<file path="src/rtl/sor_pkg.sv">
// Types, constants and codes of the segment offset reassembler.
package sor_pkg;

    localparam int unsigned BUF_BYTES_DEF = 4096;
    localparam int unsigned HDR_BYTES     = 3;
    localparam int unsigned LF_BIT        = 6;
    localparam logic [12:0] MAX_MSG_RESET = 13'd4096;

    localparam logic CMD_SEGMENT = 1'b0;
    localparam logic CMD_READ    = 1'b1;

    localparam logic [2:0] ST_ACCEPTED  = 3'd0;
    localparam logic [2:0] ST_COMPLETE  = 3'd1;
    localparam logic [2:0] ST_DROPPED   = 3'd2;
    localparam logic [2:0] ST_ABORTED   = 3'd3;
    localparam logic [2:0] ST_TOO_SHORT = 3'd4;
    localparam logic [2:0] ST_READ_DATA = 3'd5;

    typedef enum logic [3:0] {
        MODE_HEADER = 4'b0001,
        MODE_ACCEPT = 4'b0010,
        MODE_DROP   = 4'b0100,
        MODE_ABORT  = 4'b1000
    } seg_mode_t;

    typedef struct packed {
        logic        cmd;
        logic [7:0]  data_byte;
        logic [7:0]  seg_flags;
        logic [12:0] seg_len;
        logic [11:0] read_index;
    } in_t;

    typedef struct packed {
        logic [2:0]  status;
        logic [12:0] msg_length;
        logic [7:0]  msg_flags;
        logic [7:0]  read_data;
        logic        rewound;
    } out_t;

    // Store write request; the address is always below the 13-bit window.
    typedef struct packed {
        logic        en;
        logic [12:0] addr;
        logic [7:0]  data;
    } wr_req_t;

    // Result of one transaction, read data still to be merged.
    typedef struct packed {
        logic valid;
        logic is_read;
        out_t item;
    } res_t;

endpackage

</file>
<file path="src/rtl/sor_ctrl.sv">
// Segment header parsing, offset tracking and result decision.
module sor_ctrl (
    input  logic             clk,
    input  logic             rstn,
    input  logic             accept,
    input  sor_pkg::in_t     in_item,
    input  logic [12:0]      window,
    output sor_pkg::wr_req_t wr,
    output sor_pkg::res_t    res
);
    import sor_pkg::*;

    logic [12:0] pos_reg, pos_next;
    logic [23:0] hdr_reg, hdr_next;
    logic [12:0] exp_reg, exp_next;
    seg_mode_t   mode_reg, mode_next;
    logic        rew_reg, rew_next;

    logic [23:0] hdr_cur;
    logic [12:0] exp_cur;
    logic [12:0] exp_fin;
    logic        rew_cur;
    seg_mode_t   mode_cur;
    logic [13:0] pay_len;
    logic [13:0] wr_addr;
    logic        last_byte;

    assign hdr_cur   = {hdr_reg[15:0], in_item.data_byte};
    assign pay_len   = {1'b0, in_item.seg_len} - 14'(HDR_BYTES);
    assign wr_addr   = {1'b0, exp_reg} + {1'b0, pos_reg} - 14'(HDR_BYTES);
    assign last_byte = ({1'b0, pos_reg} + 14'd1) >= {1'b0, in_item.seg_len};

    always_comb begin
        pos_next  = pos_reg;
        hdr_next  = hdr_reg;
        exp_next  = exp_reg;
        mode_next = mode_reg;
        rew_next  = rew_reg;
        exp_cur   = exp_reg;
        exp_fin   = exp_reg;
        rew_cur   = rew_reg;
        mode_cur  = mode_reg;
        wr        = '0;
        res       = '0;

        if (accept) begin
            if (in_item.cmd == CMD_READ) begin
                res.valid           = 1'b1;
                res.is_read         = 1'b1;
                res.item.status     = ST_READ_DATA;
                res.item.msg_length = exp_reg;
            end else begin
                unique case (mode_reg)
                    MODE_HEADER: begin
                        if (pos_reg == 13'(HDR_BYTES - 1)) begin
                            if (hdr_cur < {11'd0, exp_reg}) begin
                                exp_cur = hdr_cur[12:0];
                                rew_cur = 1'b1;
                            end
                            if (hdr_cur > {11'd0, exp_cur}) begin
                                mode_cur = MODE_DROP;
                            end else if (in_item.seg_len < 13'(HDR_BYTES) ||
                                         ({1'b0, exp_cur} + pay_len) > {1'b0, window}) begin
                                exp_cur  = '0;
                                mode_cur = MODE_ABORT;
                            end else begin
                                mode_cur = MODE_ACCEPT;
                            end
                        end
                    end
                    MODE_ACCEPT: begin
                        if (wr_addr < {1'b0, window}) begin
                            wr.en   = 1'b1;
                            wr.addr = wr_addr[12:0];
                            wr.data = in_item.data_byte;
                        end else begin
                            exp_cur  = '0;
                            mode_cur = MODE_ABORT;
                        end
                    end
                    default: ;
                endcase

                if (!last_byte) begin
                    pos_next  = pos_reg + 13'd1;
                    hdr_next  = hdr_cur;
                    exp_next  = exp_cur;
                    mode_next = mode_cur;
                    rew_next  = rew_cur;
                end else begin
                    res.valid = 1'b1;
                    exp_fin   = exp_cur;
                    unique case (mode_cur)
                        MODE_HEADER: res.item.status = ST_TOO_SHORT;
                        MODE_DROP:   res.item.status = ST_DROPPED;
                        MODE_ABORT: begin
                            res.item.status  = ST_ABORTED;
                            res.item.rewound = rew_cur;
                        end
                        MODE_ACCEPT: begin
                            exp_fin = 13'({1'b0, exp_cur} + {1'b0, pos_reg} + 14'd1
                                          - 14'(HDR_BYTES));
                            res.item.rewound = rew_cur;
                            if (in_item.seg_flags[LF_BIT]) begin
                                res.item.status    = ST_COMPLETE;
                                res.item.msg_flags = in_item.seg_flags;
                                res.item.msg_flags[LF_BIT] = 1'b0;
                            end else begin
                                res.item.status = ST_ACCEPTED;
                            end
                        end
                        default: res.item.status = ST_TOO_SHORT;
                    endcase
                    res.item.msg_length = exp_fin;
                    exp_next  = (res.item.status == ST_COMPLETE) ? 13'd0 : exp_fin;
                    pos_next  = '0;
                    hdr_next  = '0;
                    mode_next = MODE_HEADER;
                    rew_next  = 1'b0;
                end
            end
        end
    end

    always_ff @(posedge clk) begin
        if (!rstn) begin
            pos_reg  <= '0;
            hdr_reg  <= '0;
            exp_reg  <= '0;
            mode_reg <= MODE_HEADER;
            rew_reg  <= 1'b0;
        end else begin
            pos_reg  <= pos_next;
            hdr_reg  <= hdr_next;
            exp_reg  <= exp_next;
            mode_reg <= mode_next;
            rew_reg  <= rew_next;
        end
    end
endmodule

</file>
<file path="config.mk">
export PLATFORM = sky130hd
export DESIGN_NAME = sor_ctrl
export DESIGN_NICKNAME = d
export VERILOG_FILES = /design/src/rtl/sor_pkg.sv /design/src/rtl/sor_ctrl.sv
export SDC_FILE = /design/constraint.sdc
export NUM_CORES = 1
export LEC_CHECK = 0
export ABC_AREA = 1
export ABC_CLOCK_PERIOD_IN_PS = 22100
export BUFFER_PORTS_ARGS = -buffer_cell sky130_fd_sc_hd__buf_2
export CORE_ASPECT_RATIO = 1.5
export CORE_UTILIZATION = 50
export CTS_BUF_LIST = sky130_fd_sc_hd__clkbuf_8
export DETAILED_ROUTE_END_ITERATION = 16
export GPL_ROUTABILITY_DRIVEN = 0
export PLACE_DENSITY = 0.7
export REMOVE_ABC_BUFFERS = 1
export SKIP_LAST_GASP = 1
export SYNTH_ARGS = -nofsm -noshare
export SYNTH_HDL_FRONTEND = slang
export SYNTH_SLANG_ARGS = --single-unit
export TNS_END_PERCENT = 1
</file>
<file path="constraint.sdc">
create_clock -name clk -period 22.1 [get_ports clk]
set_clock_uncertainty 0.15 [all_clocks]
set_input_delay 3.315 -clock clk [delete_from_list [all_inputs] [get_ports clk]]
set_output_delay 3.315 -clock clk [all_outputs]
set_load 0.05 [all_outputs]
</file>
# Word-level counts from Yosys, hierarchy flattened
# Cells that the tools add are included.
word_totals:
  register_bits: 47
  in_bits: 58
  out_inout_bits: 57
  word_cells: 82
op_classes:
  add_sub_neg: 9
  n_lt_le_gt_ge: 6
  eq_ne: 7
  mux: 51
  bitwise: 1
  reduce_logical: 3
op_table:
  columns: ["cell", "n"]
  rows:
  - ["$mux W13", 15]
  - ["$mux W22", 4]
  - ["$mux W16", 2]
  - ["$mux W4", 7]
  - ["$add A13 B1 Y13 const B", 2]
  - ["$mux W26", 1]
  - ["$pmux W13 S2", 1]
  - ["$gt A24 B13 Y1", 1]
  - ["$lt A24 B13 Y1", 1]
  - ["$mux W24", 1]
  - ["$mux W8", 3]
  - ["$add A13 B1 Y14 const B", 1]
  - ["$add A13 B13 Y14", 1]
  - ["$add A13 B14 Y14", 1]
  - ["$ge A14 B13 Y1", 1]
  - ["$gt A14 B13 Y1", 1]
  - ["$lt A14 B13 Y1", 1]
  - ["$sub A13 B2 Y14 const B", 1]
  - ["$sub A14 B2 Y14 const B", 1]
  - ["$add A13 B13 Y13", 1]
  - ["$eq A13 B2 Y1 const B", 1]
  - ["$lt A13 B2 Y1 const B", 1]
  - ["$sub A13 B2 Y13 const B", 1]
  - ["$mux W1", 12]
  - ["12 further kinds", 15]

# Depth between registers and ports, before layout
depth:
  depth_word: 23
  ltp_mapped: 59
  mapped_depth_nobuf: 56

# Least setup slack after synthesis
# Ideal clock, no wire load.
synth_path:
  path_kind: "input to output"
  startpoint: "in in_item[38] (netlist bit)"
  endpoint: "out res[28] (netlist bit)"
  arrival_ns: 10.162
  required_time_ns: 18.635
  slack_ns: 8.473
  path_stages: 49
  n_path_buf: 2
  path_cell_list: "ha_1 > a21oi_1 > nor2_1 > nor3_1 > nand2_1 > nand2_1 > nand2_4 > buf_2 > inv_2 > buf_2 > nand2_1 > o21ai_1 > inv_1 > ha_1 > inv_1 > ha_1 > inv_1 > fa_1 > [13 not listed] > o21ai_4 > a22oi_1 > ha_1 > inv_1 > ha_1 > fa_1 > a21oi_1 > o21bai_1 > a21oi_1 > o21bai_1 > a21oi_1 > o21ai_0 > a21o_1 > a21oi_1 > xor2_1 > nand2_1 > nand3_1 > o21ai_1"
synth_rtl:
  columns: ["element", "line_no", "rtl"]
  rows:
  - ["from (decl)", "sor_ctrl.sv:6", "input sor_pkg::in_t in_item,"]
  - ["to (decl)", "sor_ctrl.sv:9", "output sor_pkg::res_t res"]

==> results.yml <==
outcome:
  status: "finished, final reports clean"
synth:
  ys_top_cells_by_area: "ha_1, dfxtp_1, inv_1"
  synth_top_area_cell: "ha_1"
  synth_flop_cell: "dfxtp_1"
  synth_warnings: 0
  synth_cells: 1110
  synth_fa_ha_area_frac: 0.2395
  ys_async_sr_fraction: 0
  synth_edf_count: 0
  synthXorXnorAreaFrac: 0.05271
  synth_top_family_by_area: "simple AND/OR/NAND/NOR gates"
  seq_area_frac_synth: 0.1317
  synth_top_area_frac: 0.2311
  synth_seq_cells: 47
  yosys.area_share.simple: 0.2641
  synth_compound_area_frac: 0.1586
  netlist_area_sq_mm: 0.007146
  synth.mux.area_fraction: 0
  synth_cell_types: 52
  synth_area_per_cell_sq_um: 6.437
drt:
  top_layer_used: "met4"
  via_per_inst: 5.306
  firstDrtPassIters: 5
  wl_met3_um: 901
  drt-met1-wl_um: 8259
  met2WireLength_um: 9604
  initialDrtViolationCount: 378
  drc: 0
  drt_wl_total_um: 19980
  routedWlPerCell_um: 14.51
  ant_nets: 0
  vias: 7307
clocking:
  cts_setup_buffers: 0
  clock-sinks: 47
  cts.repair.resized: 0
  clockBufferDepth: 2
  clk_latency_ns: 0.32
  postCtsHoldBufs: 0
  cts_buffers: 5
  htreeDepth: 2
  cts_tree: "yes"
  root_buffer: "clkbuf_8"
  clk_pin_slew_worst_paths_ns: 0.09
floorplan:
  chipWidth_um: 99.61
  die_area_sq_mm: 0.01478
  die_h_um: 148.4
  ioPinCount: 115
  coreArea_sq_mm: 0.01399
  initial_core_util: 0.5107
  rows: 53
pwr:
  max-vdd-ir-drop_v: 0.00003244
  p_leak_uw: 0.004350
  cellPowerDensity_mw_per_mm2: 40.67
timing:
  setup_slack_ns: 6.775
  finalSetupTns_ns: 0
  period_share: 0.6935
  worst-slew-pin-transition_ns: 0.7667
  slew_viol_final: 0
  setup_viol: 0
  whs_ns: 0.3193
  slew_headroom: 0.4883
  max_freq_mhz: 65.25
  fin_crit_ns: 15.33
  finalHoldViolations: 0
  rsz0062_at_grt: "false"
worst_setup_path:
  endpoint_kind: "primary output"
  cp_data_arrival_time_ns: 11.86
  critPathBufInv: 6
  critical_path_class: "in -> out"
  start_kind: "input pin"
  cp_slowest_cell: "fa_1"
  required_ns: 18.64
  path_common_cell: "nand2_1"
  critPathMaxFanout: 19
  critical_path.top_delay_family: "compound AO/OA/AOI/OAI gates"
  max_stage_delay_ns: 0.40
cells_and_area:
  largest_reg_flops: 16
  nNetsFinal: 1377
  final_util: 0.5590
  syn2layout_area_growth_pct: 9.455
  antennaDiodeCount: 0
  drive_gt1_frac: 0.1249
global_route:
  grt_use_total: 0.2771
  grt_max_degree: 48
  grt_pass1_vias: 6649
  grt_pass1_wl_um: 32000
  antenna_found_initial: 0
  grt-ovfl-total: 0
placed_design:
  post-place-ws_ns: 6.883
  dp_hpwl_um: 16240
  portBuffers: 93
run:
  maxCapViolations: 0
worst_hold_path:
  hold_path.class: "reg -> reg"
-- cells in the final DEF, fill, tap and decap left out, drive strengths merged --
| cell | n |
|---|---|
| a21boi | 2 |
| nand4 | 31 |
| dfxtp | 47 |
| o221ai | 1 |
| o2111ai | 3 |
| or2 | 2 |
| bufinv | 1 |
| o31ai | 1 |
| xor2 | 36 |
| clkbuf | 6 |
| conb | 9 |
| nand3 | 48 |
| ha | 132 |
| nand3b | 3 |
| and2 | 2 |
| a21o | 3 |
| o211ai | 2 |
| o21bai | 13 |
| nor2 | 96 |
| buf | 98 |
| a22oi | 13 |
| a211oi | 1 |
| clkinv | 1 |
| a21oi | 112 |
| nand2 | 213 |
| nor4 | 7 |
| o21ai | 38 |
| a2111oi | 2 |
| a31oi | 2 |
| xnor2 | 7 |
| inv | 232 |
| nor3 | 17 |
| fa | 3 |
| and3 | 1 |
-- worst register-to-register path: cells and delay by family, from the launching register on --
| kind | cells | cell delay, ns |
|---|---|---|
| compound gates | 21 | 3.34 |
| xor+xnor | 2 | 0.28 |
| fa+ha+maj | 6 | 1.94 |
| buf+inv | 5 | 0.71 |
| flops | 1 | 0.43 |
| simple gates | 17 | 2.02 |
-- report_power, final --
| group | internal [uW] | switching [uW] | leakage, uW |
|---|---|---|---|
| Sequential | 86.0 | 1.87 | 0.000380 |
| Combinational | 57.1 | 103 | 0.00391 |
| Clock | 37.3 | 33.2 | 0.0000618 |
| Total | 180 | 138 | 0.00435 |
-- per-stage QoR --
| step | cell area (sq um) | instances | power (uW) |
|---|---|---|---|
| after detailed placement | 7700 | 1369 | 248.5 |
| after global routing | 7821 | 1377 | 348.5 |
| final | 7821 | 1377 | 318.1 |
| after CTS | 7821 | 1377 | 319.4 |
| after floorplan | 6957 | 1079 | 207.7 |
| after global placement | 7700 | 1369 | 246.5 |
-- metal layers --
layer	vias to the layer above	global-route usage
met3	58	0.02538
met5	-	0
met2	228	0.5000
met1	3292	0.3151
met4	0	0.1603
li1	3729	-
-- cell families (layout without fill, tap and decap cells) --
logic type,Yosys count,in the layout
and+or+nand+nor,420,420
buffers and inverters,271,338
AOI/OAI and AO/OA,193,193
adders and majority gates,135,135
DFF,47,47
xor gates and xnor gates,43,43
other,1,9
-- cell usage after synthesis, types with 2 or more instances --
cell type / n
nor2_1: 94
a21oi_1: 111
nand3_2: 3
and2_1: 2
xnor2_1: 7
nand3b_1: 3
o2111ai_1: 3
nor3_4: 2
nor3_1: 13
nand3_1: 45
nand2_2: 6
ha_1: 132
buf_6: 2
a22oi_2: 8
nor4_1: 6
buf_4: 13
nand2_1: 204
a21o_1: 3
clkbuf_1: 16
fa_1: 3
o21ai_0: 22
a22oi_1: 5
buf_2: 7
o211ai_1: 2
inv_1: 219
a2111oi_0: 2
dfxtp_1: 47
xor2_1: 36
nand2_4: 3
inv_2: 11
a31oi_1: 2
o21bai_1: 13
o21ai_1: 15
nor3_2: 2
nand4_1: 31
-- final cells by class --
type	instances	area [sq um]
tap	192	240.2
fill	1459	6171
timing repair buffer	98	503.0
clock inverter	2	38.79
clock buffer	6	82.58
inverter	232	873.3
multi-input combinational	800	5142
sequential	47	940.9
-- final timing paths --
kind	from	slack [ns]	to	cells past startpoint
max reg2reg	exp_reg[5]	13.15	exp_reg[11]	51
min reg2reg	hdr_reg[10]	0.32	hdr_reg[10]	2
min	hdr_reg[10]	0.32	hdr_reg[10]	2
max	in_item[34]	6.77	res[28]	54
No activity file was read; power rests on OpenSTA's default activity.
